===== src/design/salc_pkg.sv =====
`default_nettype none

package salc_pkg;

    // Sizing of the tag store.
    localparam int MAX_SETS   = 64;
    localparam int MAX_WAYS   = 8;
    localparam int ADDR_WIDTH = 48;

    localparam int SET_IDX_W    = (MAX_SETS > 1) ? $clog2(MAX_SETS) : 1;
    localparam int MAX_SET_BITS = $clog2(MAX_SETS);
    localparam int WAY_IDX_W    = (MAX_WAYS > 1) ? $clog2(MAX_WAYS) : 1;
    localparam int WAY_CNT_W    = $clog2(MAX_WAYS + 1);
    localparam int RANK_W       = WAY_IDX_W;
    localparam int TAG_W        = ADDR_WIDTH;
    localparam int CNT_W        = 32;

    // Configuration register widths and the register bus.
    localparam int SET_BITS_W   = 3;
    localparam int WAYS_W       = 4;
    localparam int BLOCK_BITS_W = 5;
    localparam int PADDR_W      = 4;
    localparam int PDATA_W      = 32;

    // Register indexes, taken from paddr[3:2].
    localparam logic [1:0] REG_SET_BITS   = 2'd0;
    localparam logic [1:0] REG_WAYS       = 2'd1;
    localparam logic [1:0] REG_BLOCK_BITS = 2'd2;

    // Reset values of the registers.
    localparam logic [SET_BITS_W-1:0]   RST_SET_BITS   = 3'd4;
    localparam logic [WAYS_W-1:0]       RST_WAYS       = 4'd1;
    localparam logic [BLOCK_BITS_W-1:0] RST_BLOCK_BITS = 5'd4;

    typedef enum logic [1:0] {
        CMD_LOAD   = 2'd0,
        CMD_STORE  = 2'd1,
        CMD_MODIFY = 2'd2,
        CMD_IFETCH = 2'd3
    } cmd_t;

    typedef enum logic [1:0] {
        OUT_HIT   = 2'd0,
        OUT_MISS  = 2'd1,
        OUT_EVICT = 2'd2
    } outcome_t;

    typedef enum logic [1:0] {
        ST_IDLE,
        ST_LOOKUP,
        ST_REREAD
    } state_t;

    // Input word.
    typedef struct packed {
        logic [1:0]            cmd;
        logic [ADDR_WIDTH-1:0] address;
    } in_word_t;

    // Result word.
    typedef struct packed {
        logic [1:0]       outcome;
        logic             last_of_item;
        logic [CNT_W-1:0] hit_total;
        logic [CNT_W-1:0] miss_total;
        logic [CNT_W-1:0] eviction_total;
    } out_word_t;

    // Effective configuration after clamping.
    typedef struct packed {
        logic [SET_BITS_W-1:0]   set_bits;
        logic [WAY_CNT_W-1:0]    ways;
        logic [BLOCK_BITS_W-1:0] block_bits;
    } cfg_t;

    // One way of a set, and a whole set as stored in one memory row.
    typedef struct packed {
        logic              valid;
        logic [RANK_W-1:0] rank;
        logic [TAG_W-1:0]  tag;
    } way_t;

    typedef way_t [MAX_WAYS-1:0] row_t;

    localparam int ROW_W = $bits(row_t);

    function automatic logic [CNT_W-1:0] sat_inc(input logic [CNT_W-1:0] v);
        sat_inc = (v == {CNT_W{1'b1}}) ? v : v + 1'b1;
    endfunction

endpackage

`default_nettype wire


===== src/design/salc_cfg.sv =====
`default_nettype none

// Register bank on the APB-style port, with clamping of the raw values.
module salc_cfg (
    input  wire logic                            clk,
    input  wire logic                            rst_n,
    input  wire logic                            psel,
    input  wire logic                            penable,
    input  wire logic                            pwrite,
    input  wire logic [salc_pkg::PADDR_W-1:0]    paddr,
    input  wire logic [salc_pkg::PDATA_W-1:0]    pwdata,
    output logic      [salc_pkg::PDATA_W-1:0]    prdata,
    output logic                                 pready,
    output salc_pkg::cfg_t                       cfg
);
    import salc_pkg::*;

    logic [SET_BITS_W-1:0]   set_bits_reg;
    logic [WAYS_W-1:0]       ways_reg;
    logic [BLOCK_BITS_W-1:0] block_bits_reg;
    logic                    wr_en;
    logic [1:0]              reg_idx;

    assign pready  = 1'b1;
    assign wr_en   = psel && penable && pwrite;
    assign reg_idx = paddr[3:2];

    // Register writes.
    always_ff @(posedge clk or negedge rst_n)
    begin
        if (!rst_n)
        begin
            set_bits_reg   <= RST_SET_BITS;
            ways_reg       <= RST_WAYS;
            block_bits_reg <= RST_BLOCK_BITS;
        end
        else if (wr_en)
        begin
            case (reg_idx)
                REG_SET_BITS:   set_bits_reg   <= pwdata[SET_BITS_W-1:0];
                REG_WAYS:       ways_reg       <= pwdata[WAYS_W-1:0];
                REG_BLOCK_BITS: block_bits_reg <= pwdata[BLOCK_BITS_W-1:0];
                default:        ;
            endcase
        end
    end

    // Read back the raw register values.
    always_comb
    begin
        case (reg_idx)
            REG_SET_BITS:   prdata = PDATA_W'(set_bits_reg);
            REG_WAYS:       prdata = PDATA_W'(ways_reg);
            REG_BLOCK_BITS: prdata = PDATA_W'(block_bits_reg);
            default:        prdata = '0;
        endcase
    end

    // Clamp the set count to the memory depth and the ways to one up to the row width.
    always_comb
    begin
        if (int'(set_bits_reg) > MAX_SET_BITS)
        begin
            cfg.set_bits = SET_BITS_W'(MAX_SET_BITS);
        end
        else
        begin
            cfg.set_bits = set_bits_reg;
        end

        if (ways_reg == '0)
        begin
            cfg.ways = WAY_CNT_W'(1);
        end
        else if (int'(ways_reg) > MAX_WAYS)
        begin
            cfg.ways = WAY_CNT_W'(MAX_WAYS);
        end
        else
        begin
            cfg.ways = WAY_CNT_W'(ways_reg);
        end

        cfg.block_bits = block_bits_reg;
    end

endmodule

`default_nettype wire


===== config.mk =====
export PLATFORM = sky130hd
export DESIGN_NAME = salc_cfg
export DESIGN_NICKNAME = d
export VERILOG_FILES = /design/src/design/salc_pkg.sv /design/src/design/salc_cfg.sv
export SDC_FILE = /design/constraint.sdc
export NUM_CORES = 1
export LEC_CHECK = 0
export BUFFER_PORTS_ARGS = -buffer_cell sky130_fd_sc_hd__clkbuf_2
export CAP_MARGIN = 5
export CORE_MARGIN = 4
export CORE_UTILIZATION = 30
export CTS_CLUSTER_SIZE = 30
export DETAILED_ROUTE_END_ITERATION = 8
export MAX_ROUTING_LAYER = met4
export PLACE_DENSITY = 0.7
export SYNTH_ARGS = -nofsm -noshare
export SYNTH_HDL_FRONTEND = slang
export SYNTH_SLANG_ARGS = --single-unit

===== constraint.sdc =====
create_clock -name clk -period 1.02 [get_ports clk]
set_clock_uncertainty 0.1 [all_clocks]
set_input_delay 0.204 -clock clk [delete_from_list [all_inputs] [get_ports clk]]
set_output_delay 0.204 -clock clk [all_outputs]
set_load 0.05 [all_outputs]

==> results_dict.tcl <==
set metrics [dict create \
    finalSetupViolCount 27 \
    period_share 1.50 \
    syn_area_um2 837 \
    path_clk_slew_ps 80 \
    finalCriticalPeriod_ps 1530 \
    synth_cells 82 \
    peakVddDrop_uv 1390 \
    p_per_area_nw_per_um2 2060 \
    worstPathMaxFanout 2 \
    cp_slowest_cell "dfstp_2" \
    cpPeakStageDelay_ps 550 \
    end_kind "output port" \
    gp_congestion 0.901 \
    cp.arrival_ps 1220 \
    start_util 0.326 \
    yosysTopAreaCell "dfrtp_1" \
    wire_per_inst_um 15.5 \
    p_leak_nw 0.768 \
    synth_top_area_frac 0.269 \
    yosysSeqAreaShare 0.363 \
    route.detailed.drc 0 \
    worst_hold_path_type "primary input to flip-flop" \
    core_region_area_um2 2570 \
    drt-initial-drc-count 20 \
    critical_path_required_ps 720 \
    path_buf_inv 1 \
    synth_cell_types 19 \
    rsz0062_at_grt "yes" \
    n_fill_cell 172 \
    clock.fmax_mhz 656 \
    dp_hpwl_um 1670 \
    largest_reg_flops 5 \
    grt_pass1_wl_um 3620 \
    die-width_um 60.8 \
    io_buffers 28 \
    cap_violations 0 \
    grt_max_degree 13 \
    antenna_cells 0 \
    clk_path_buf_depth 2 \
    area_delta_synth_final_pct 93.0 \
    cts_root_buf "clkbuf_4" \
    place_area_um2 1300 \
    cp_cell_sequence "mux2i_2, o21ai_4, buf_8" \
    final_hold_viol_count 0 \
    avgSynthCellArea_um2 10.2 \
    final_cell_mix "conb_1 (28), mux2_4 (12), buf_4 (12)" \
    synthTopCellsByArea "dfrtp_1 (27%), buf_4 (25%), mux2_2 (11%)" \
    insertion_delay_ps 270 \
    setup_slack_ps -505 \
    total_power_mw 3.33 \
    failed_checks "negative setup slack" \
    grt_overflow 0 \
    grt_usage 0.138 \
    row_count 18 \
    cts.sinks 12 \
    dieArea_um2 3700 \
    final_common_cell "conb_1" \
    vias_per_cell 4.23 \
    boundaryPins 86 \
    antenna_found_initial 0 \
    critPathKind "flip-flop to output port" \
    design_area_um2 1620 \
    drtAntennaViolNets 0 \
    status "complete, but fails checks" \
    grt_pass1_vias 738 \
    startpoint_type "flip-flop" \
    cts_inserted_buffers 3 \
    slew_violations 0 \
    drt_first_pass_iters 4 \
    die_y_um 60.8 \
    routed_wl_um 2480 \
    synth_warnings 0 \
    synth-seq-cells 12 \
    vias 676 \
    cts_tree "built" \
    drive_above_1_share 0.738 \
    cpLargestDelayFamily "flip-flops" \
    htree_levels 1 \
    final_nets 172 \
]
-- cell families after synthesis --
family	count (synthesis)	share of synthesized area
buf+inv	32	0.271
simple gates	16	0.109
mux	15	0.215
flops	12	0.363
compound gates	5	0.0329
other cells	2	0.00897
-- worst paths after layout --
| kind | start | endpoint | slack, ps | depth (start not counted) |
|---|---|---|---|---|
| min | pwdata[4] | block_bits_reg[4] | 60 | 2 |
| max in group asynchronous | rst_n | ways_reg[0] | 280 | 2 |
| min reg2reg | block_bits_reg[3] | block_bits_reg[3] | 480 | 1 |
| max reg2reg | set_bits_reg[1] | set_bits_reg[1] | -130 | 3 |
| min in group asynchronous | rst_n | set_bits_reg[1] | 250 | 2 |
| max | set_bits_reg[2] | prdata[2] | -510 | 3 |
-- repair_timing --
item | 4_1_cts | 5_1_grt
gates cloned | 0 | 0
buffers inserted | 2 | 1
endpoints found under the hold margin | 12 | 0
resized for setup | 39 | 17
endpoints found under the setup margin | 28 | 29
hold buffers | 1 | 0
pin swaps | 4 | 6
-- routing by layer --
layer	global-route usage	part of all wire	vias up	routed length, µm
li1	-	-	307	-
met1	0.143	0.37	317	920
met2	0.263	0.55	48	1360
met3	0.0234	0.076	4	188
met4	0.0372	0.0048	0	12
met5	-	0	-	0
-- report_power, final --
part / total [mW] / switching (mW) / internal, mW
Sequential: 0.779 / 0.160 / 0.619
Combinational: 2.16 / 1.13 / 1.03
Clock: 0.388 / 0.171 / 0.217
Total: 3.33 / 1.46 / 1.87
-- synth_stat cells --
master / number
nor2b_1: 3
nor3b_2: 1
a21boi_0: 1
or3b_4: 1
nand2_1: 5
buf_2: 1
conb_1: 2
and3b_1: 1
nor2_1: 3
mux2_2: 8
dfstp_2: 3
mux2_4: 4
buf_4: 28
mux2i_1: 3
nor3_1: 1
dfrtp_1: 9
o21ai_0: 4
clkbuf_1: 3
nand3_1: 1
-- per-stage QoR --
| stage | utilization | cells | hold slack, ps | setup WS, ps | TNS (ps) |
|---|---|---|---|---|---|
| finish | 0.629 | 160 | 59.3 | -505 | -6660 |
| global route | 0.629 | 160 | 54.7 | -545 | -7520 |
| CTS | 0.605 | 159 | 52.5 | -508 | -6680 |
| detailed placement | 0.505 | 152 | 9.33 | -462 | -7190 |
| global placement | 0.505 | 152 | -0.0480 | -394 | -6590 |
| floorplan | - | 108 | -192 | -462 | -3700 |
-- final cells by class --
cell class	instances	area [µm²]	share of cell area
timing repair buffer	50	642	0.397
multi-input combinational	64	588	0.364
sequential	12	312	0.193
tap	30	37.5	0.0232
clock buffer	4	36.3	0.0225
Note: power is estimated with default switching activity, not from simulation.
