`src/design/salc_set_ram.sv`:
```
`default_nettype none

// Single-port synchronous RAM with a registered read.
module salc_set_ram #(
    parameter int WIDTH  = 8,
    parameter int DEPTH  = 64,
    parameter int ADDR_W = (DEPTH > 1) ? $clog2(DEPTH) : 1
) (
    input  wire logic              clk,
    input  wire logic              we,
    input  wire logic              re,
    input  wire logic [ADDR_W-1:0] addr,
    input  wire logic [WIDTH-1:0]  wdata,
    output logic      [WIDTH-1:0]  rdata
);

    logic [WIDTH-1:0] mem [DEPTH];

    always_ff @(posedge clk)
    begin
        if (we)
        begin
            mem[addr] <= wdata;
        end
        if (re)
        begin
            rdata <= mem[addr];
        end
    end

endmodule

`default_nettype wire

```
`config.mk`:
```
export PLATFORM = sky130hd
export DESIGN_NAME = salc_set_ram
export DESIGN_NICKNAME = d
export VERILOG_FILES = /design/src/design/salc_set_ram.sv
export SDC_FILE = /design/constraint.sdc
export NUM_CORES = 1
export LEC_CHECK = 0
export BUFFER_PORTS_ARGS = -buffer_cell sky130_fd_sc_hd__buf_2
export CELL_PAD_IN_SITES_DETAIL_PLACEMENT = 1
export CELL_PAD_IN_SITES_GLOBAL_PLACEMENT = 1
export CORE_MARGIN = 2
export CORE_UTILIZATION = 46
export CTS_BUF_LIST = sky130_fd_sc_hd__clkbuf_2 sky130_fd_sc_hd__clkbuf_4 sky130_fd_sc_hd__clkbuf_8
export DETAILED_ROUTE_END_ITERATION = 16
export PLACE_DENSITY = 0.82
export SETUP_SLACK_MARGIN = 0.5
export SLEW_MARGIN = 20
export SYNTH_ARGS = -nofsm -noshare
export SYNTH_HDL_FRONTEND = slang
export SYNTH_SLANG_ARGS = --single-unit
```
`constraint.sdc`:
```
create_clock -name clk -period 2.3 [get_ports clk]
set_input_delay 0.115 -clock clk [delete_from_list [all_inputs] [get_ports clk]]
set_output_delay 0.115 -clock clk [all_outputs]
set_load 0.01 [all_outputs]
```
==> parameters.txt, run 1 <==
Parameter                              Value

Logic synthesis
  Cell type with the largest total area after synthesis ... sky130_fd_sc_hd__edfxtp_1
  Syn Std Cell Area ... 0.0205 mm^2
  Library cell with the highest instance count after synthesis ... sky130_fd_sc_hd__edfxtp_1
  Number of synthesized flops with an enable pin ... 520
  Post-synthesis cell type count ... 55
  Proportion of netlist area held by the largest area contributor ... about three quarters
  Synth Area per Inst ... approximately 18 um^2
  Biggest area contributors in the synthesized netlist ... sky130_fd_sc_hd__edfxtp_1 (76%), sky130_fd_sc_hd__mux4_2 (4.5%), sky130_fd_sc_hd__mux2i_1 (3.1%)
  Warnings from Yosys ... 0
  Number of instances in the synthesized netlist ... approximately 1200
  Net count after synthesis ... roughly 1200
  Post-synthesis sequential area ratio ... about three quarters
  Ranking of synthesized cells by instance count ... sky130_fd_sc_hd__edfxtp_1 (520), sky130_fd_sc_hd__nor2_1 (82), sky130_fd_sc_hd__mux2i_1 (63), sky130_fd_sc_hd__nand2_1 (45), sky130_fd_sc_hd__mux4_2 (41)
  Flip-flop and latch count after synthesis ... 520
  Proportion of register bits with asynchronous set or reset after synthesis ... 0%
  Most instantiated flip-flop cell in the synthesis netlist ... sky130_fd_sc_hd__edfxtp_1

Global routing
  Number of antenna violations at the first check in global routing ... 1
  Wire length of the first global-routing pass ... 97.2 mm
  Combined global-route utilization of all metal layers ... 29.1%
  Maximum number of pins on one net before global-route repair ... 65
  Number of global-route vias before repair ... 13900
  Global-route congestion overflow total ... 0

Worst setup path
  Worst path arrival time ... 2710 ps
  Launching element type of the critical path ... flip-flop
  Classification of the worst setup path ... reg2reg
  Required arrival time at the worst endpoint ... 2710 ps
  Critical path capture point type ... flip-flop
  Critical Path Fanout Max ... 1

Outcome
  Outcome ... complete, but fails checks
  Violations in the final reports ... negative setup slack

Place
  Cells after DPL ... 1906
  Post-place setup slack ... -243 ps
  Weighted congestion at the end of routability-driven global placement ... 0.908
  Count of input and output buffers ... 24
  Detailed-placement wirelength estimate ... 43.2 mm

Floorplanning
  Die Wd ... around 220 um
  Die height ... 215 um
  Die outline area ... 0.0463 mm^2
  Total I/O pin count ... 25
  Area of the core ... 0.0441 mm^2
  Number of core rows ... 77
  Initial Util ... 46.5%

Clock tree
  Maximum buffer depth of the clock tree ... 3
  TritonCTS clock tree ... done
  Root Buffer ... sky130_fd_sc_hd__clkbuf_8
  Clock-pin transition on the worst setup and hold timing paths ... approximately 60 ps
  Num CTS Buffers ... 85
  Setup bufs post-CTS ... 0
  Clock Latency Late Sink ... 680 ps
  H-tree depth reported by CTS ... 3
  Num Clock Sinks ... 520

STA
  Final max-slew violation count ... 0
  Least setup slack across all paths after layout ... -1.92 ps
  Slew Limit Headroom ... between 30% and 40%
  Final Critical Period ... 2300 ps
  Final worst clock skew ... 35.0 ps
  Final hold viol count ... 0
  Final number of setup-violating endpoints ... 1
  Worst hold slack ... 37.4 ps
  Worst Max-Slew Pin Slew ... 932 ps
  Final critical-path share of the clock period ... 100%
  Peak clock frequency supported by timing ... 0.434 GHz
  Unrepaired setup endpoints after global routing ... true

Routing
  Top routing layer in use ... met4
  Number of design rule violations left after detail routing ... 0
  Number of nets with antenna violations after routing ... 0
  Routed Wire Length ... 66.7 mm
  Number of vias after detailed routing ... 13200
  Average routed wire per standard cell ... 32.4 um
  M1 WL ... 23.8 mm
  Number of iterations in the first detailed-routing pass ... 6
  Routed length on met3 ... between 6 and 7 mm
  Number of vias per cell ... 6.38
  Met2 routed wirelength ... roughly 33 mm
  DR iter-0 viols ... 1791

Power
  Power density over the cells ... 795 mW/mm^2
  Reported leakage power ... 8.37 nW
  Largest voltage drop on the vdd net ... 445 uV

Min path
  Class of the tightest hold or removal check ... in2reg

Final layout
  Antenna diode instance count ... 0
  Growth of design area from synthesis to finish ... 22.8%
  Total number of nets in the final design ... 1422
  Filler Cells Inserted ... 4039
  Final cell count without fillers ... roughly 2100
  Layout cells sized above 1 ... 34.7%

Run
  Max cap viols ... 0
[cells in the final DEF (no fill, tap or decap), types with 6 or more instances in the layout]
master                        n
sky130_fd_sc_hd__clkinv_2    13
sky130_fd_sc_hd__o22a_1      11
sky130_fd_sc_hd__o221ai_1     9
sky130_fd_sc_hd__mux2i_1     60
sky130_fd_sc_hd__nor2_4      46
sky130_fd_sc_hd__nor2_1      23
sky130_fd_sc_hd__a221oi_1    18
sky130_fd_sc_hd__edfxtp_1   520
sky130_fd_sc_hd__a32oi_1      6
sky130_fd_sc_hd__clkinv_1    26
sky130_fd_sc_hd__nor2b_1      6
sky130_fd_sc_hd__a22o_1      10
sky130_fd_sc_hd__nand3b_1    12
sky130_fd_sc_hd__o22ai_1     22
sky130_fd_sc_hd__nor2_2      13
sky130_fd_sc_hd__nand2_1     41
sky130_fd_sc_hd__buf_12      30
sky130_fd_sc_hd__o2bb2ai_1    7
sky130_fd_sc_hd__and2_1       7
sky130_fd_sc_hd__a21oi_2      6
sky130_fd_sc_hd__mux4_2      41
sky130_fd_sc_hd__clkbuf_4    19
sky130_fd_sc_hd__clkbuf_8    86
sky130_fd_sc_hd__and4_1       6
sky130_fd_sc_hd__a21oi_1     22
sky130_fd_sc_hd__a221o_1     11
sky130_fd_sc_hd__a22oi_1     38
sky130_fd_sc_hd__buf_2       21
sky130_fd_sc_hd__o21ai_0      8
sky130_fd_sc_hd__a31oi_1     10
sky130_fd_sc_hd__buf_4      172
sky130_fd_sc_hd__nand2b_1    23
sky130_fd_sc_hd__and3_1       8
[what timing repair did]
action	CTS	global route
gates resized for setup	25	15
hold buffers	4	0
endpoints found under the hold margin	84	0
pin swaps	12	14
endpoints found under the setup margin	8	8
[final timing paths]
kind,start,endpoint,slack (ps),cells past startpoint
max,mem[63][5]$_DFFE_PP_,rdata[5]$_DFFE_PP_,-2,6
min,wdata[2],mem[34][2]$_DFFE_PP_,40,1
max reg2reg,mem[63][5]$_DFFE_PP_,rdata[5]$_DFFE_PP_,-2,6
min reg2reg,mem[39][1]$_DFFE_PP_,rdata[1]$_DFFE_PP_,900,4
[worst max-delay path, cell delays in order, from the launching register on]
cell	delay (ps)
sky130_fd_sc_hd__edfxtp_1	370
sky130_fd_sc_hd__and3_4	190
sky130_fd_sc_hd__a221o_1	360
sky130_fd_sc_hd__a211oi_4	330
sky130_fd_sc_hd__buf_4	180
sky130_fd_sc_hd__o22ai_1	100
sky130_fd_sc_hd__or4b_1	500
[power breakdown]
group / internal (W) / switching (W) / total [W]
clock network: 0.00416 / 0.00387 / 0.00803
registers: 0.0105 / 0.0000306 / 0.0105
logic: 0.000536 / 0.000934 / 0.00147
total: 0.0152 / 0.00483 / 0.0200
[area by class of cell]
class | instances | area (um^2) | area share (%)
Clock buffer | 105 | 1330 | 5.26
Clock inverter | 48 | 309 | 1.23
Inverter | 3 | 11.3 | 0.0447
Multi-Input combinational cell | 567 | 5160 | 20.5
Sequential cell | 520 | 15600 | 61.9
Tap cell | 592 | 741 | 2.94
Timing Repair Buffer | 228 | 2050 | 8.12
[state kept, by name, indices dropped and copies added (netlist names)]
register	count
rdata	8
mem	512
[metrics by stage]
stage	util (%)	total power [W]	TNS, ps	instance area [um^2]
after detailed placement	52.9	0.0121	-2290	23300
after floorplan	-	0.0114	0	21100
after global routing	57.1	0.0205	0	25200
after global placement	52.9	0.0120	-435	23300
final	57.1	0.0200	-1.92	25200
after CTS	57.0	0.0200	0	25100
[routing by layer]
layer	vias to the layer above	track usage, %
li1	5268	-
met1	6735	35.7
met2	932	47.9
met3	225	7.60
met4	0	14.8
met5	-	0
[kinds of logic (layout without fill, tap and decap cells)]
logic type      count (synthesis)  count (layout)  share of synthesized area, %
compound gates                222             222                          8.04
buf+inv                        84             384                          1.97
flops                         520             520                          76.1
mux                           116             116                          8.23
simple gates                  229             229                          5.69
Note: power is estimated with default switching activity, not from simulation.
==> inputs of run 2 (changes only) <==
==> constraint.sdc (replaced) <==
create_clock -name clk -period 2.3 [get_ports clk]
set_input_delay 0 -clock clk [delete_from_list [all_inputs] [get_ports clk]]
set_output_delay 0 -clock clk [all_outputs]
set_load 0.01 [all_outputs]
==> parameters.txt, run 2 (synthesis results as in run 1) <==
Parameter                              Value

Power
  Reported leakage power ... 8.17 nW
  Largest voltage drop on the vdd net ... 434 uV
  Power density over the cells ... 794 mW/mm^2

STA
  Post-Route Setup TNS ... 0 ps
  Final number of setup-violating endpoints ... 0
  Final critical-path share of the clock period ... between 90% and 100%
  Unrepaired setup endpoints after global routing ... true
  Worst Max-Slew Pin Slew ... approximately 1100 ps
  Final max-slew violation count ... 0
  Final Critical Period ... about 2300 ps
  Worst hold slack ... 46.4 ps
  Slew Limit Headroom ... a little under a quarter
  Least setup slack across all paths after layout ... 3.14 ps
  Peak clock frequency supported by timing ... 0.435 GHz
  Final hold viol count ... 0
  Final worst clock skew ... 25.0 ps

Clock tree
  Clock Latency Late Sink ... 660 ps
  TritonCTS clock tree ... done
  Root Buffer ... sky130_fd_sc_hd__clkbuf_8
  Setup bufs post-CTS ... 0
  H-tree depth reported by CTS ... 3
  Num CTS Buffers ... slightly above 80
  Maximum buffer depth of the clock tree ... 3
  Num Clock Sinks ... 520
  Clock-pin transition on the worst setup and hold timing paths ... roughly 60 ps

Worst setup path
  Critical Path Fanout Max ... 1
  Top cell family by delay on the critical path ... multiplexers
  Cells traversed along the worst timing path ... mux4_2, mux2i_2, o22a_1, o311ai_2, buf_4, or4_1
  Highest-delay cell along the critical path ... sky130_fd_sc_hd__mux4_2
  Critical path capture point type ... flip-flop
  Launching element type of the critical path ... flip-flop
  Required arrival time at the worst endpoint ... 2690 ps
  Worst path arrival time ... about 2700 ps
  Crit-path max cell delay ... 500 ps
  WP buf/inv ... 1
  Classification of the worst setup path ... reg2reg

Final layout
  Total number of nets in the final design ... 1405
  Multi-input gate area in the final layout ... around 0.005 mm^2
  Most frequent standard cell in the layout excluding fill and tap cells ... sky130_fd_sc_hd__edfxtp_1
  Largest register by flop count ... mem
  Growth of design area from synthesis to finish ... 20.0%
  Filler Cells Inserted ... ~4000
  Antenna diode instance count ... 0
  Area taken by flip-flops and latches ... 0.0156 mm^2
  Post-layout util ... 55.8%
  Regs by FF count ... mem x512, rdata x8
  Final cell count without fillers ... between 2000 and 2500
  Layout cells sized above 1 ... 32.4%
  Top library cells by usage in the layout, fill and taps aside ... sky130_fd_sc_hd__edfxtp_1 (520), sky130_fd_sc_hd__buf_4 (172), sky130_fd_sc_hd__clkbuf_8 (84), sky130_fd_sc_hd__mux2i_1 (59), sky130_fd_sc_hd__mux4_2 (41)
  Flip-flop count of the largest register after layout ... a little over 500

Floorplanning
  Number of core rows ... 77
  Total I/O pin count ... 25
  Area of the core ... 0.0441 mm^2
  Die Wd ... ~220 um
  Die outline area ... 0.0463 mm^2
  Die height ... 215 um
  Initial Util ... 46.5%

Routing
  Number of vias per cell ... 6.28
  Routed Wire Length ... 63.8 mm
  Number of design rule violations left after detail routing ... 0
  Average routed wire per standard cell ... 31.3 um
  Number of vias after detailed routing ... 12800
  DR iter-0 viols ... roughly 1700
  Number of iterations in the first detailed-routing pass ... 5
  Number of nets with antenna violations after routing ... 0

Run
  Max cap viols ... 0

Place
  Cells after DPL ... roughly 1900
  Post-place setup slack ... -451 ps
  Count of input and output buffers ... 24
  Detailed-placement wirelength estimate ... roughly 42 mm
  Weighted congestion at the end of routability-driven global placement ... 0.891

Min path
  Class of the tightest hold or removal check ... in2reg

Global routing
  Maximum number of pins on one net before global-route repair ... 65
  Combined global-route utilization of all metal layers ... 27.6%
  Global-route congestion overflow total ... 0
  Number of antenna violations at the first check in global routing ... 0
  Wire length of the first global-routing pass ... between 90 and 100 mm
  Number of global-route vias before repair ... 13600

Outcome
  Outcome ... complete, no violations
run 2: changes by cell type in the layout (fill, tap and decap cells not counted), sizes merged:
cell         before  now
buf             224  207
clkinv           39   29
clkinvlp          1    5
bufinv            3    2
inv               8    4
clkbuf          105  107
dlygate4sd3       4    6
run 2: final cells by class:
| type | instances | area share [%] |
|---|---|---|
| sequential | 520 | 63.4 |
| multi-input combinational | 567 | 20.2 |
| timing repair buffer | 213 | 7.01 |
| clock buffer | 107 | 5.39 |
| tap | 592 | 3.01 |
| clock inverter | 37 | 0.935 |
| inverter | 3 | 0.0457 |
run 2: what timing repair did:
item | in CTS | in global routing
hold buffers | 6 | 0
gates resized for setup | 23 | 18
hold endpoints to repair | 132 | 0
endpoints found under the setup margin | 8 | 55
pin swaps | 10 | 10
run 2: per-layer routing:
| metal | wire length (um) | vias to the layer above | track usage [%] |
|---|---|---|---|
| met5 | 0 | - | 0 |
| met1 | 23000 | 6591 | 34.9 |
| met3 | 6030 | 215 | 5.55 |
| met4 | 3460 | 0 | 14.9 |
| li1 | - | 5205 | - |
| met2 | 31300 | 786 | 45.1 |
run 2: path summary, 6_finish.rpt:
path | from | endpoint | slack (ps) | cells after the start
min reg2reg | mem[63][1]$_DFFE_PP_ | rdata[1]$_DFFE_PP_ | 890 | 4
min | wdata[6] | mem[57][6]$_DFFE_PP_ | 50 | 2
max | mem[54][3]$_DFFE_PP_ | rdata[3]$_DFFE_PP_ | 3 | 6
max reg2reg | mem[54][3]$_DFFE_PP_ | rdata[3]$_DFFE_PP_ | 3 | 6
run 2: worst register-to-register path, stage by stage (launching register included):
cell and delay, ps:
sky130_fd_sc_hd__edfxtp_1 400, sky130_fd_sc_hd__mux4_2 500, sky130_fd_sc_hd__mux2i_2 190, sky130_fd_sc_hd__o22a_1 220, sky130_fd_sc_hd__o311ai_2 170, sky130_fd_sc_hd__buf_4 180, sky130_fd_sc_hd__or4_1 390
run 2: where the power goes:
| part | switching, W | leakage, nW | total [W] | internal (W) |
|---|---|---|---|---|
| Clock | 0.00364 | 0.810 | 0.00764 | 0.00400 |
| Combinational | 0.000869 | 2.67 | 0.00137 | 0.000498 |
| Sequential | 0.0000364 | 4.69 | 0.0106 | 0.0105 |
| Total | 0.00455 | 8.17 | 0.0196 | 0.0150 |
run 2: through the flow:
step	area (um^2)	total power (W)
2_1_floorplan	20800	0.0113
3_3_place_gp	22800	0.0119
3_5_place_dp	22800	0.0120
4_1_cts	24500	0.0196
5_1_grt	24600	0.0200
6_report	24600	0.0196
==> inputs of run 3 (changes only) <==
--- a/config.mk
+++ b/config.mk
@@ -12,7 +12,7 @@
 export CORE_UTILIZATION = 46
 export CTS_BUF_LIST = sky130_fd_sc_hd__clkbuf_2 sky130_fd_sc_hd__clkbuf_4 sky130_fd_sc_hd__clkbuf_8
 export DETAILED_ROUTE_END_ITERATION = 16
-export PLACE_DENSITY = 0.82
+export PLACE_DENSITY = 0.72
 export SETUP_SLACK_MARGIN = 0.5
 export SLEW_MARGIN = 20
 export SYNTH_ARGS = -nofsm -noshare
==> parameters.txt, run 3 (synthesis results as in run 1) <==
Parameter                              Value

Outcome
  Outcome ... complete, but fails checks
  Violations in the final reports ... negative hold slack

Routing
  Number of vias after detailed routing ... 12400
  Average routed wire per standard cell ... a little under 30 um
  Number of design rule violations left after detail routing ... 0
  DR iter-0 viols ... 1394
  Routed Wire Length ... 60.6 mm
  Number of nets with antenna violations after routing ... 0
  Number of vias per cell ... 6.05
  Number of iterations in the first detailed-routing pass ... 5

Final layout
  Top library cells by usage in the layout, fill and taps aside ... sky130_fd_sc_hd__edfxtp_1 (520), sky130_fd_sc_hd__buf_4 (179), sky130_fd_sc_hd__clkbuf_8 (86), sky130_fd_sc_hd__mux2i_1 (60), sky130_fd_sc_hd__nand2_1 (44)
  Total number of nets in the final design ... 1417
  Final cell count without fillers ... 2051
  Final standard cell area without fillers ... 0.0248 mm^2
  Post-layout util ... 56.1%
  Growth of design area from synthesis to finish ... 20.6%
  Flip-flop count of the largest register after layout ... 512
  Layout cells sized above 1 ... about a third
  Most frequent standard cell in the layout excluding fill and tap cells ... sky130_fd_sc_hd__edfxtp_1
  Regs by FF count ... mem x512, rdata x8
  Largest register by flop count ... mem
  Filler Cells Inserted ... 4093
  Antenna diode instance count ... 0

Clock tree
  Root Buffer ... sky130_fd_sc_hd__clkbuf_8
  Num CTS Buffers ... 84
  H-tree depth reported by CTS ... 3
  Maximum buffer depth of the clock tree ... 3
  Clock Latency Late Sink ... roughly 670 ps
  Setup bufs post-CTS ... 0
  Clock-pin transition on the worst setup and hold timing paths ... 70 ps
  Num Clock Sinks ... 520
  TritonCTS clock tree ... done

STA
  Final hold viol count ... 2
  Worst Max-Slew Pin Slew ... 905 ps
  Unrepaired setup endpoints after global routing ... true
  Final max-slew violation count ... 0
  Final Critical Period ... 2230 ps
  Final worst clock skew ... 27.3 ps
  Post-Route Setup TNS ... 0 ps
  Slew Limit Headroom ... roughly two fifths
  Final number of setup-violating endpoints ... 0
  Worst hold slack ... -2.41 ps
  Final critical-path share of the clock period ... 97.2%
  Peak clock frequency supported by timing ... 0.447 GHz

Floorplanning
  Area of the core ... 0.0441 mm^2
  Number of core rows ... 77
  Total I/O pin count ... 25
  Die outline area ... approximately 0.046 mm^2
  Die Wd ... around 220 um
  Initial Util ... a little under half
  Die height ... between 200 and 250 um

Global routing
  Number of global-route vias before repair ... 13200
  Combined global-route utilization of all metal layers ... between 20% and 30%
  Global-route congestion overflow total ... 0
  Maximum number of pins on one net before global-route repair ... 65
  Number of antenna violations at the first check in global routing ... 0
  Wire length of the first global-routing pass ... 88.2 mm

Power
  Reported leakage power ... 8.26 nW
  Final total power ... approximately 0.020 W
  Largest voltage drop on the vdd net ... approximately 470 uV
  Power density over the cells ... 789 mW/mm^2

Worst setup path
  Critical Path Fanout Max ... 1
  Launching element type of the critical path ... flip-flop
  Worst path arrival time ... approximately 2600 ps
  R2R Path Start ... mem[0][7]$_DFFE_PP_
  Critical path capture point type ... flip-flop
  Classification of the worst setup path ... reg2reg
  Worst reg-to-reg path cell count ... 5
  Beginning of the critical path ... mem[0][7]$_DFFE_PP_
  Required arrival time at the worst endpoint ... 2710 ps

Place
  Count of input and output buffers ... 24
  Cells after DPL ... 1900
  Detailed-placement wirelength estimate ... 39.9 mm
  Area after DPL ... 0.0229 mm^2
  Weighted congestion at the end of routability-driven global placement ... 0.901

Min path
  Class of the tightest hold or removal check ... in2reg
  Min-delay src ... wdata[3]
  Worst hold path stage count ... 2

Run
  Max cap viols ... 0
==> run 3: per-layer routing <==
| layer | global-route usage, % | share of wire (%) |
|---|---|---|
| met3 | 5.87 | 8.0 |
| met4 | 11.5 | 3.8 |
| met5 | 0 | 0 |
| met2 | 41.7 | 47 |
| met1 | 35.5 | 41 |
==> run 3: layout make-up <==
class,instances,area [um^2],area share [%]
clock inverters,35,193,0.778
flip-flops and latches,520,15600,63.1
inverters,3,11.3,0.0455
clock buffers,110,1360,5.51
repair buffers,224,1860,7.51
well taps,592,741,2.99
multi-input cells,567,4980,20.1
==> run 3: critical path, stage by stage (launching register included) <==
cell	delay [ps]
sky130_fd_sc_hd__edfxtp_1	370
sky130_fd_sc_hd__mux2_4	270
sky130_fd_sc_hd__mux4_2	470
sky130_fd_sc_hd__o21ai_2	180
sky130_fd_sc_hd__o2111ai_2	150
sky130_fd_sc_hd__or4b_1	530
==> run 3: metrics by stage <==
step | hold WS, ps | setup slack [ps]
final | -2.41 | 65.3
after floorplan | 98.9 | 297
after global placement | 405 | -72.0
after global routing | 37.0 | -8.59
after detailed placement | 409 | -109
after CTS | 16.4 | 74.9
==> run 3: final timing paths <==
kind                           to  slack (ps)
min reg2reg    rdata[3]$_DFFE_PP_         860
max reg2reg    rdata[7]$_DFFE_PP_          70
max            rdata[7]$_DFFE_PP_          70
min          mem[53][3]$_DFFE_PP_          -2
==> run 3: where the power goes <==
group / total [W] / switching, W / internal (W)
Clock: 0.00762 / 0.00366 / 0.00397
Sequential: 0.0105 / 0.0000304 / 0.0105
Combinational: 0.00136 / 0.000848 / 0.000515
==> run 3: what timing repair did <==
item	CTS	global route
hold endpoints to repair	127	0
gates resized for setup	14	22
hold buffers	6	0
endpoints found under the setup margin	7	7
pin swaps	4	13
cloned	0	0
