`config.mk`:
```
export PLATFORM = sky130hd
export DESIGN_NAME = salc_lookup
export DESIGN_NICKNAME = d
export VERILOG_FILES = /design/src/design/salc_pkg.sv /design/src/design/salc_lookup.sv
export SDC_FILE = /design/constraint.sdc
export NUM_CORES = 1
export LEC_CHECK = 0
export BUFFER_PORTS_ARGS = -buffer_cell sky130_fd_sc_hd__buf_2
export CORE_AREA = 2 2 350 352
export DETAILED_ROUTE_END_ITERATION = 8
export DIE_AREA = 0 0 352 354
export PLACE_DENSITY = 0.3
export SETUP_SLACK_MARGIN = 0.02
export SLEW_MARGIN = 0
export SYNTH_ARGS = -nofsm -noshare
export SYNTH_HDL_FRONTEND = slang
export SYNTH_SLANG_ARGS = --single-unit
```
`constraint.sdc`:
```
create_clock -name vclk -period 13.3
set_input_delay 1.33 -clock vclk [all_inputs]
set_output_delay 1.33 -clock vclk [all_outputs]
set_load 0.05 [all_outputs]
```
`src/design/salc_pkg.sv`:
```
`default_nettype none

package salc_pkg;

    // Sizing of the tag store.
    localparam int MAX_SETS   = 64;
    localparam int MAX_WAYS   = 8;
    localparam int ADDR_WIDTH = 48;

    localparam int SET_IDX_W    = (MAX_SETS > 1) ? $clog2(MAX_SETS) : 1;
    localparam int MAX_SET_BITS = $clog2(MAX_SETS);
    localparam int WAY_IDX_W    = (MAX_WAYS > 1) ? $clog2(MAX_WAYS) : 1;
    localparam int WAY_CNT_W    = $clog2(MAX_WAYS + 1);
    localparam int RANK_W       = WAY_IDX_W;
    localparam int TAG_W        = ADDR_WIDTH;
    localparam int CNT_W        = 32;

    // Configuration register widths and the register bus.
    localparam int SET_BITS_W   = 3;
    localparam int WAYS_W       = 4;
    localparam int BLOCK_BITS_W = 5;
    localparam int PADDR_W      = 4;
    localparam int PDATA_W      = 32;

    // Register indexes, taken from paddr[3:2].
    localparam logic [1:0] REG_SET_BITS   = 2'd0;
    localparam logic [1:0] REG_WAYS       = 2'd1;
    localparam logic [1:0] REG_BLOCK_BITS = 2'd2;

    // Reset values of the registers.
    localparam logic [SET_BITS_W-1:0]   RST_SET_BITS   = 3'd4;
    localparam logic [WAYS_W-1:0]       RST_WAYS       = 4'd1;
    localparam logic [BLOCK_BITS_W-1:0] RST_BLOCK_BITS = 5'd4;

    typedef enum logic [1:0] {
        CMD_LOAD   = 2'd0,
        CMD_STORE  = 2'd1,
        CMD_MODIFY = 2'd2,
        CMD_IFETCH = 2'd3
    } cmd_t;

    typedef enum logic [1:0] {
        OUT_HIT   = 2'd0,
        OUT_MISS  = 2'd1,
        OUT_EVICT = 2'd2
    } outcome_t;

    typedef enum logic [1:0] {
        ST_IDLE,
        ST_LOOKUP,
        ST_REREAD
    } state_t;

    // Input word.
    typedef struct packed {
        logic [1:0]            cmd;
        logic [ADDR_WIDTH-1:0] address;
    } in_word_t;

    // Result word.
    typedef struct packed {
        logic [1:0]       outcome;
        logic             last_of_item;
        logic [CNT_W-1:0] hit_total;
        logic [CNT_W-1:0] miss_total;
        logic [CNT_W-1:0] eviction_total;
    } out_word_t;

    // Effective configuration after clamping.
    typedef struct packed {
        logic [SET_BITS_W-1:0]   set_bits;
        logic [WAY_CNT_W-1:0]    ways;
        logic [BLOCK_BITS_W-1:0] block_bits;
    } cfg_t;

    // One way of a set, and a whole set as stored in one memory row.
    typedef struct packed {
        logic              valid;
        logic [RANK_W-1:0] rank;
        logic [TAG_W-1:0]  tag;
    } way_t;

    typedef way_t [MAX_WAYS-1:0] row_t;

    localparam int ROW_W = $bits(row_t);

    function automatic logic [CNT_W-1:0] sat_inc(input logic [CNT_W-1:0] v);
        sat_inc = (v == {CNT_W{1'b1}}) ? v : v + 1'b1;
    endfunction

endpackage

`default_nettype wire

```
`src/design/salc_lookup.sv`:
```
`default_nettype none

// Tag compare, victim choice and recency update for one set row.
module salc_lookup (
    input  salc_pkg::row_t                    row,
    input  wire logic [salc_pkg::TAG_W-1:0]   tag,
    input  wire logic [salc_pkg::WAY_CNT_W-1:0] ways,
    output salc_pkg::row_t                    new_row,
    output logic [1:0]                        outcome
);
    import salc_pkg::*;

    localparam logic [RANK_W-1:0] RANK_MAX = RANK_W'(MAX_WAYS - 1);

    logic [MAX_WAYS-1:0]  in_use;
    logic                 hit_any;
    logic [WAY_IDX_W-1:0] hit_way;
    logic                 inv_any;
    logic [WAY_IDX_W-1:0] inv_way;
    logic [WAY_IDX_W-1:0] lru_way;
    logic [RANK_W-1:0]    lru_rank;
    logic [WAY_IDX_W-1:0] touch_way;
    logic [RANK_W:0]      old_rank;

    // Searches over the ways that take part: first hit, first empty, oldest.
    always_comb
    begin
        hit_any  = 1'b0;
        hit_way  = '0;
        inv_any  = 1'b0;
        inv_way  = '0;
        lru_way  = '0;
        lru_rank = row[0].rank;
        for (int i = 0; i < MAX_WAYS; i++)
        begin
            in_use[i] = (WAY_CNT_W'(i) < ways);
            if (in_use[i] && row[i].valid && (row[i].tag == tag) && !hit_any)
            begin
                hit_any = 1'b1;
                hit_way = WAY_IDX_W'(i);
            end
            if (in_use[i] && !row[i].valid && !inv_any)
            begin
                inv_any = 1'b1;
                inv_way = WAY_IDX_W'(i);
            end
            if (i > 0 && in_use[i] && (row[i].rank > lru_rank))
            begin
                lru_way  = WAY_IDX_W'(i);
                lru_rank = row[i].rank;
            end
        end
    end

    // Pick the way to touch and the rank it had before.
    always_comb
    begin
        if (hit_any)
        begin
            outcome   = OUT_HIT;
            touch_way = hit_way;
            old_rank  = {1'b0, row[hit_way].rank};
        end
        else if (inv_any)
        begin
            // A newly filled line counts as older than all others.
            outcome   = OUT_MISS;
            touch_way = inv_way;
            old_rank  = (RANK_W + 1)'(MAX_WAYS);
        end
        else
        begin
            outcome   = OUT_EVICT;
            touch_way = lru_way;
            old_rank  = {1'b0, lru_rank};
        end
    end

    // Age the younger valid lines and make the touched line most recent.
    always_comb
    begin
        for (int i = 0; i < MAX_WAYS; i++)
        begin
            new_row[i] = row[i];
            if (in_use[i] && (WAY_IDX_W'(i) != touch_way) && row[i].valid &&
                ({1'b0, row[i].rank} < old_rank) && (row[i].rank != RANK_MAX))
            begin
                new_row[i].rank = row[i].rank + 1'b1;
            end
        end
        new_row[touch_way].valid = 1'b1;
        new_row[touch_way].rank  = '0;
        new_row[touch_way].tag   = tag;
    end

endmodule

`default_nettype wire

```
==> insert_results.sql, run 1 <==
INSERT INTO impl_metrics (metric_group, metric, value, unit) VALUES
('run_status', 'status', 'complete, no violations', ''),
('floorplan', 'floorplan.rows', '128', ''),
('timing', 'timing.max_slew.rel_slack', '0.2200', ''),
('power_and_ir_drop', 'total_power', '1.335', 'mW'),
('timing', 'final.setup.worst_slack', '791.9', 'ps'),
('timing', 'final-setup-viol-count', '0', ''),
('grt', 'first_pass_grt_wire_length', '189100', 'microns'),
('setup_path', 'worst_ep_arrival_time', '11180', 'ps'),
('run', 'max_cap_violations', '0', ''),
('route', 'avgViaCountPerCell', '4.334', ''),
('setup_path', 'setup_crit_end_kind', 'output pin', ''),
('finish', 'num-clock-buffers', '0', ''),
('floorplan', 'start_util', '0.1078', ''),
('synth', 'post_synthesis_average_cell_area', '7.940', 'sq um'),
('timing', 'holdWs', '3099', 'ps'),
('route', 'drt_pass1_iterations', '5', ''),
('timing', 'fin_crit_sh', '0.9405', ''),
('finish', 'layout-area-overhead-vs-synth', '55.24', '%'),
('floorplan', 'core_region_area', '120900', 'sq um'),
('grt', 'grt_usage', '0.2281', ''),
('placement', 'dp.final_hpwl', '125800', 'microns'),
('synth', 'synth_area', '13040', 'sq um'),
('cts', 'hold_bufs_at_cts', '0', ''),
('placement', 'dpl-instance-area', '20100', 'sq um'),
('route', 'routedWlPerCell', '36.26', 'microns'),
('route', 'routed_wirelength', '150700', 'microns'),
('grt', 'grt_start_max_net_pins', '49', ''),
('finish', 'nFillCells', '14110', ''),
('grt', 'grt_overflow', '0', ''),
('floorplan', 'die-area', '124600', 'sq um'),
('finish', 'final-seq-area', '0', 'sq um'),
('finish', 'post-route-cell-area', '20240', 'sq um'),
('synth', 'ys_warn_count', '0', ''),
('timing', 'final.min_clock_period', '12510', 'ps'),
('route', 'drt-initial-drc-count', '1675', ''),
('route', 'route.vias.total', '18010', ''),
('grt', 'via_count_of_the_first_global_routing_pass', '18110', ''),
('power_and_ir_drop', 'leakage', '8.486', 'nW'),
('power_and_ir_drop', 'worst_ir_drop_vdd', '0.03388', 'mV'),
('setup_path', 'worst_path_most_repeated_cell', 'ha_1', ''),
('setup_path', 'worst-path-max-fanout', '8', ''),
('grt', 'grt_antenna_before_repair', '69', ''),
('finish', 'final_core_util', '0.1674', ''),
('setup_path', 'setup.worst_path.class', 'in2out', ''),
('setup_path', 'crit_slowest_cell', 'a311o_1', ''),
('timing', 'fin_setup_tns', '0', 'ps'),
('synth', 'post_synth_inst_count', '1642', ''),
('floorplan', 'io_pins', '886', ''),
('worst_hold_path', 'hp-class', 'in2out', ''),
('floorplan', 'die_width', '352', 'microns'),
('placement', 'port_buffers', '886', ''),
('setup_path', 'cp_startpoint_kind', 'input pin', ''),
('synth', 'syn-num-nets', '2147', ''),
('setup_path', 'critical_path_required', '11970', 'ps'),
('power_and_ir_drop', 'powerDensity', '65.94', 'nW/um^2'),
('placement', 'placed_cells', '4132', ''),
('finish', 'final-instance-count-excl-fill', '4155', ''),
('placement', 'post-place-ws', '474.7', 'ps'),
('timing', 'hold_viol', '0', ''),
('route', 'ant_nets', '0', ''),
('timing', 'slew_violations', '0', ''),
('finish', 'seq_cell_count', '0', ''),
('synth', 'synth.yosys.seq_area_share', '0', ''),
('finish', 'finish.net_count', '3016', ''),
('floorplan', 'fp.dieH', '354', 'microns'),
('synth', 'yosysUniqueCellTypes', '88', ''),
('placement', 'routabilityCongestion', '0.9279', ''),
('finish', 'drive_above_1_share', '0.5086', ''),
('setup_path', 'critical_path.max_stage_delay', '380', 'ps'),
('timing', 'fmax', '0.07995', 'GHz'),
('route', 'post-route-drc-count', '0', ''),
('timing', 'worst-slew-pin-transition', '1162', 'ps'),
('timing', 'grt_setup_unrepaired', 'false', '');
==> Yosys cell counts (13+ instances only) <==
library cell | n | area share
nand2_1 | 120 | 0.035
nor4_1 | 68 | 0.033
mux2_2 | 212 | 0.18
buf_6 | 13 | 0.011
mux2i_1 | 13 | 0.010
nand4_1 | 112 | 0.054
nand3_1 | 19 | 0.0073
buf_2 | 109 | 0.042
nand2b_1 | 26 | 0.012
o21ai_0 | 59 | 0.023
inv_1 | 38 | 0.011
nor3_1 | 14 | 0.0054
mux2_1 | 152 | 0.13
xor2_1 | 103 | 0.069
nor2_1 | 31 | 0.0089
a21oi_1 | 21 | 0.0081
o21ai_1 | 15 | 0.0058
clkbuf_1 | 15 | 0.0043
ha_1 | 37 | 0.036
xnor2_1 | 269 | 0.18
==> cell usage in the layout (no fill, tap or decap), types with 29 or more instances in the layout <==
cell     count
o21ai_0     57
mux2_1     152
inv_1       38
nor4_1      67
buf_4      116
nor2_1      31
xor2_1     103
xnor2_1    269
buf_12      29
nand2_1    117
buf_2      867
nand4_1    112
mux2_2     212
ha_1        37
==> critical path, delay by kind of cell <==
family                     cells  cell delay, ps
adders and majority gates      8            2230
and+or+nand+nor               14            1660
AOI/OAI and AO/OA             22            4030
buffers and inverters          5             740
muxes                          4            1200
==> metal layers <==
metal,GRT usage,share of wire,vias to the layer above
li1,-,-,7779
met1,0.3011,0.43,8982
met2,0.3791,0.46,1077
met3,0.04546,0.076,159
met4,0.05399,0.026,12
met5,0,0.00051,-
==> report_power, final <==
group,leakage [nW],internal (mW),switching (mW),total [mW]
registers,0,0,0,0
logic,8.49,0.385,0.949,1.33
clock network,0.000136,0.0000000985,0,0.0000000986
==> what timing repair did <==
item,CTS,global route
buffers inserted,0,2
resized for setup,0,17
setup endpoints to repair,0,280
==> kinds of logic (layout without fill, tap and decap cells) <==
group / count (synthesis) / count (layout) / share of synthesized area
XOR/XNOR: 374 / 374 / 0.2524
adder cells (fa/ha/maj): 40 / 40 / 0.03791
AO/OA/AOI/OAI: 193 / 193 / 0.1058
buffers and inverters: 183 / 1050 / 0.07121
AND/OR/NAND/NOR: 475 / 475 / 0.2083
other: 0 / 21 / 0
multiplexers: 377 / 377 / 0.3244
==> worst paths after layout <==
check                start           end  cells past startpoint
setup / recovery   row[50]  new_row[154]                     53
hold / removal    row[243]  new_row[243]                      4
==> layout make-up <==
cell class / count / area (sq um) / share of cell area
Antenna cell: 21 / 52.55 / 0.002596
Timing Repair Buffer: 1012 / 5791 / 0.2861
Multi-Input combinational cell: 1459 / 12220 / 0.6038
Inverter: 38 / 142.6 / 0.007047
Tap cell: 1625 / 2033 / 0.1005
Note: power is estimated with default switching activity, not from simulation.
==> run 2: changes to the inputs <==
--- a/config.mk
+++ b/config.mk
@@ -5,7 +5,7 @@
 export SDC_FILE = /design/constraint.sdc
 export NUM_CORES = 1
 export LEC_CHECK = 0
-export BUFFER_PORTS_ARGS = -buffer_cell sky130_fd_sc_hd__buf_2
+export BUFFER_PORTS_ARGS = -buffer_cell sky130_fd_sc_hd__clkbuf_2
 export CORE_AREA = 2 2 350 352
 export DETAILED_ROUTE_END_ITERATION = 8
 export DIE_AREA = 0 0 352 354
==> run 2 against run 1 <==
Compared with the run above: worst setup slack got worse by 140 ps; design area increased by 2.3%; global-route usage increased by 0.16 points; largest cell class unchanged.
==> insert_results.sql, run 2 (synthesis gave the netlist of run 1 again) <==
INSERT INTO impl_metrics (metric_group, metric, value, unit) VALUES
('finish', 'mostFrequentLayoutCells', 'clkbuf_2, xnor2_1, mux2_2', ''),
('run', 'max_cap_violations', '0', ''),
('timing', 'fin_crit_sh', '0.9507', ''),
('timing', 'final.min_clock_period', '12640', 'ps'),
('timing', 'final-setup-viol-count', '0', ''),
('route', 'post-route-drc-count', '0', ''),
('grt', 'grt_overflow', '0', ''),
('finish', 'final-seq-area', '0', 'sq um'),
('floorplan', 'fp.dieH', '354', 'microns'),
('route', 'routed_wirelength', '151200', 'microns'),
('placement', 'post-place-ws', '392.4', 'ps'),
('setup_path', 'worst_path_buffer_plus_inverter_count', '8', ''),
('route', 'drt-initial-drc-count', '1865', ''),
('setup_path', 'worst-path-max-fanout', '8', ''),
('floorplan', 'die_width', '352', 'microns'),
('route', 'drt_pass1_iterations', '6', ''),
('finish', 'num-clock-buffers', '0', ''),
('floorplan', 'core_region_area', '120900', 'sq um'),
('setup_path', 'critical_path_required', '11970', 'ps'),
('route', 'route.vias.total', '18340', ''),
('timing', 'final.setup.worst_slack', '656.3', 'ps'),
('worst_hold_path', 'hp-class', 'in2out', ''),
('setup_path', 'crit_slowest_cell', 'mux2_2', ''),
('grt', 'first_pass_grt_wire_length', '190300', 'microns'),
('finish', 'seq_cell_count', '0', ''),
('placement', 'dp.final_hpwl', '125600', 'microns'),
('timing', 'slew_violations', '0', ''),
('placement', 'routabilityCongestion', '0.9135', ''),
('setup_path', 'critical_path.max_stage_delay', '400', 'ps'),
('finish', 'finish.net_count', '3025', ''),
('finish', 'layout-area-overhead-vs-synth', '58.74', '%'),
('grt', 'grt_antenna_before_repair', '54', ''),
('worst_hold_path', 'hold-path-cell-count', '3', ''),
('setup_path', 'cp_startpoint_kind', 'input pin', ''),
('grt', 'grt_usage', '0.2297', ''),
('route', 'avgViaCountPerCell', '4.399', ''),
('setup_path', 'worst_path_most_repeated_cell', 'ha_1', ''),
('timing', 'timing.max_slew.rel_slack', '0.2412', ''),
('setup_path', 'worst_ep_arrival_time', '11310', 'ps'),
('finish', 'drive_above_1_share', '0.5123', ''),
('timing', 'worst-slew-pin-transition', '1138', 'ps'),
('grt', 'via_count_of_the_first_global_routing_pass', '18270', ''),
('placement', 'port_buffers', '886', ''),
('cts', 'hold_bufs_at_cts', '0', ''),
('route', 'routedWlPerCell', '36.27', 'microns'),
('setup_path', 'critical-path-top-delay-family', 'compound AO/OA/AOI/OAI gates', ''),
('floorplan', 'start_util', '0.1078', ''),
('route', 'ant_nets', '0', ''),
('setup_path', 'worst_path_depth', '54', ''),
('setup_path', 'setup.worst_path.class', 'in2out', ''),
('timing', 'fmax', '0.07909', 'GHz'),
('setup_path', 'setup_crit_end_kind', 'output pin', ''),
('floorplan', 'die-area', '124600', 'sq um'),
('floorplan', 'floorplan.rows', '128', ''),
('finish', 'mostFrequentLayoutCell', 'clkbuf_2', ''),
('floorplan', 'io_pins', '886', ''),
('timing', 'hold_viol', '0', ''),
('grt', 'grt_start_max_net_pins', '38', ''),
('run_status', 'status', 'complete, no violations', '');
run 2: cell types whose count changed in the layout (fill, tap and decap cells not counted), moves of 3 or more:
cell      previous run  this run
buf_2              867         1
clkbuf_2             0       845
buf_12              29        57
diode_2             21        26
o21ai_0             57        54
o21ai_1             15        18
nor2_2               1         4
run 2: path summary, 6_finish.rpt:
| path | start | to |
|---|---|---|
| max | row[50] | new_row[206] |
| min | row[47] | new_row[47] |
run 2: layout make-up:
| type | count | area (sq um) |
|---|---|---|
| multi-input cells | 1459 | 12190 |
| inverters | 38 | 142.6 |
| diodes | 26 | 65.06 |
| well taps | 1625 | 2033 |
| fillers | 14030 | 100200 |
| repair buffers | 1021 | 6261 |
run 2: per-stage QoR:
step           TNS (ps)  hold WS, ps  utilization  instance area, sq um  std cells
2_1_floorplan         0         2906            -                 13040       1642
3_3_place_gp          0         3089       0.1700                 20560       4140
3_5_place_dp          0         3084       0.1700                 20560       4140
4_1_cts               0         3090       0.1700                 20560       4140
5_1_grt          -39.91         3104       0.1708                 20660       4153
6_report              0         3097       0.1712                 20700       4169
run 2: layer usage:
metal	global-route usage	wire (microns)	vias up
met3	0.06000	12620	164
met4	0.05820	3835	12
met2	0.3784	70090	1127
met5	0	71	-
met1	0.2958	64610	9235
li1	-	-	7801
run 2: what timing repair did:
action,in CTS,in global routing
endpoints found under the hold margin,0,0
buffers inserted,0,3
resized for setup,0,17
endpoints found under the setup margin,0,376
==> run 3: changes to the inputs <==
--- a/config.mk
+++ b/config.mk
@@ -5,12 +5,13 @@
 export SDC_FILE = /design/constraint.sdc
 export NUM_CORES = 1
 export LEC_CHECK = 0
-export BUFFER_PORTS_ARGS = -buffer_cell sky130_fd_sc_hd__clkbuf_2
 export CORE_AREA = 2 2 350 352
 export DETAILED_ROUTE_END_ITERATION = 8
 export DIE_AREA = 0 0 352 354
+export DONT_BUFFER_PORTS = 1
 export PLACE_DENSITY = 0.3
 export SETUP_SLACK_MARGIN = 0.02
+export SKIP_LAST_GASP = 1
 export SLEW_MARGIN = 0
 export SYNTH_ARGS = -nofsm -noshare
 export SYNTH_HDL_FRONTEND = slang
==> run 3 against run 2 <==
Compared with the run above: flip-flop and latch count is the same; non-clock buffer count shrank 921; design area down 26%; maximum frequency hardly changed; clock-buffer cell count unchanged; hold slack got worse by 210 ps; global-route usage is 0.82 points lower; utilization down 4.4 points; critical path depth down 6; cell count fell by 22%; largest cell class unchanged.
==> insert_results.sql, run 3 (synthesis gave the netlist of run 1 again) <==
INSERT INTO impl_metrics (metric_group, metric, value, unit) VALUES
('power_and_ir_drop', 'sw_frac_of_total', '0.7295', ''),
('placement', 'dp.final_hpwl', '119200', 'microns'),
('floorplan', 'floorplan.rows', '128', ''),
('setup_path', 'setup.worst_path.class', 'in2out', ''),
('grt', 'via_count_of_the_first_global_routing_pass', '14760', ''),
('power_and_ir_drop', 'total_power', '0.9594', 'mW'),
('finish', 'seq_cell_count', '0', ''),
('finish', 'layout-area-overhead-vs-synth', '17.73', '%'),
('route', 'post-route-drc-count', '0', ''),
('placement', 'routabilityCongestion', '0.9139', ''),
('grt', 'grt.met3_usage', '0.09639', ''),
('power_and_ir_drop', 'powerDensity', '62.51', 'nW/um^2'),
('setup_path', 'critical-path-top-delay-family', 'compound AO/OA/AOI/OAI gates', ''),
('timing', 'hold_viol', '0', ''),
('worst_hold_path', 'hp-class', 'in2out', ''),
('timing', 'timing.max_slew.rel_slack', '0.2098', ''),
('timing', 'fmax', '0.07915', 'GHz'),
('setup_path', 'critical_path_required', '11970', 'ps'),
('timing', 'final-setup-viol-count', '0', ''),
('finish', 'num-clock-buffers', '0', ''),
('floorplan', 'start_util', '0.1078', ''),
('power_and_ir_drop', 'power.share.sequential', '0', ''),
('floorplan', 'fp.dieH', '354', 'microns'),
('timing', 'slew_violations', '0', ''),
('placement', 'port_buffers', '0', ''),
('setup_path', 'worst_path_depth', '48', ''),
('grt', 'grt_start_max_net_pins', '59', ''),
('grt', 'global_route.peak_usage_layer', 'met2', ''),
('setup_path', 'cp_startpoint_kind', 'input pin', ''),
('power_and_ir_drop', 'share_clk_of_total_power', '0', ''),
('finish', 'drive_above_1_share', '0.2348', ''),
('finish', 'mostFrequentLayoutCells', 'xnor2_1, mux2_2, mux2_1', ''),
('timing', 'worst-slew-pin-transition', '1177', 'ps'),
('setup_path', 'critical_path.max_stage_delay', '610', 'ps'),
('timing', 'fin_crit_sh', '0.9499', ''),
('setup_path', 'worst_path_most_repeated_cell', 'ha_1', ''),
('route', 'routedWlPerCell', '45.30', 'microns'),
('floorplan', 'die_width', '352', 'microns'),
('run', 'max_cap_violations', '0', ''),
('power_and_ir_drop', 'leakage', '4.784', 'nW'),
('setup_path', 'crit_slowest_cell', 'mux2_1', ''),
('route', 'ant_nets', '0', ''),
('route', 'route.vias.total', '14890', ''),
('route', 'routed_wirelength', '146500', 'microns'),
('timing', 'final.min_clock_period', '12630', 'ps'),
('grt', 'first_pass_grt_wire_length', '179000', 'microns'),
('finish', 'mostFrequentLayoutCell', 'xnor2_1', ''),
('worst_hold_path', 'hold-path-cell-count', '2', ''),
('power_and_ir_drop', 'cell_internal_pwr', '0.2595', 'mW'),
('finish', 'final_core_util', '0.1269', ''),
('setup_path', 'worst-path-max-fanout', '55', ''),
('power_and_ir_drop', 'worst_ir_drop_vdd', '0.02963', 'mV'),
('grt', 'grt_usage', '0.2215', ''),
('grt', 'global_route.usage.met2', '0.3459', ''),
('finish', 'final-seq-area', '0', 'sq um'),
('route', 'drt_pass1_iterations', '6', ''),
('route', 'drt-initial-drc-count', '1644', ''),
('grt', 'grt_overflow', '0', ''),
('setup_path', 'worst_ep_arrival_time', '11300', 'ps'),
('setup_path', 'setup_crit_end_kind', 'output pin', ''),
('timing', 'holdWs', '2891', 'ps'),
('power_and_ir_drop', 'combPwrFrac', '1.000', ''),
('floorplan', 'die-area', '124600', 'sq um'),
('floorplan', 'core_region_area', '120900', 'sq um'),
('finish', 'nFillCells', '14030', ''),
('floorplan', 'io_pins', '886', ''),
('route', 'avgViaCountPerCell', '4.602', ''),
('grt', 'grt_antenna_before_repair', '41', ''),
('grt', 'grtUsageMet1', '0.2695', ''),
('finish', 'finish.net_count', '2104', ''),
('power_and_ir_drop', 'p_switching', '0.6999', 'mW'),
('setup_path', 'worst_path_buffer_plus_inverter_count', '4', ''),
('run_status', 'status', 'complete, no violations', '');
[run 3: cell types whose count changed in the layout (fill, tap and decap cells not counted), sizes merged]
| cell | before | now |
|---|---|---|
| buf | 176 | 100 |
| clkbuf | 845 | 0 |
| diode | 26 | 13 |
[run 3: power by group through the flow]
stage                     registers [mW]  clock network [mW]  logic [mW]
after floorplan                        0                   0       0.798
after global placement                 0                   0       0.949
after detailed placement               0                   0       0.944
after CTS                              0                   0       0.947
after global routing                   0        0.0000000636       0.999
final                                  0         0.000000142       0.959
[run 3: stage by stage]
step           area, sq um  cells  TNS, ps  setup slack [ps]
3_5_place_dp         15260   3220        0             359.7
2_1_floorplan        13040   1642        0             430.3
4_1_cts              15260   3220        0             328.1
5_1_grt              15330   3228   -723.1            -79.01
3_3_place_gp         15260   3220        0             385.6
6_report             15350   3235        0             666.4
[run 3: layout make-up]
type,count,area (sq um),share of cell area
tap,1625,2033,0.1325
timing repair buffer,100,875.8,0.05706
antenna,13,32.53,0.002120
multi-input combinational,1459,12260,0.7991
inverter,38,142.6,0.009293
[run 3: what timing repair did]
item                                    in CTS  in global routing
endpoints found under the hold margin        0                  0
endpoints found under the setup margin       0                364
setup buffers                                0                  2
gates resized for setup                      0                 11
hold buffers                                 0                  0
[run 3: worst paths after layout]
check	start	endpoint	slack [ps]
hold / removal	row[48]	new_row[48]	2890
setup / recovery	row[50]	new_row[92]	670
[run 3: layer usage]
layer,wire length [microns],share of wire,vias up
met5,150,0.0010,-
met4,5849,0.040,16
met3,17280,0.12,208
met2,64400,0.44,1188
met1,58860,0.40,7553
li1,-,-,5924
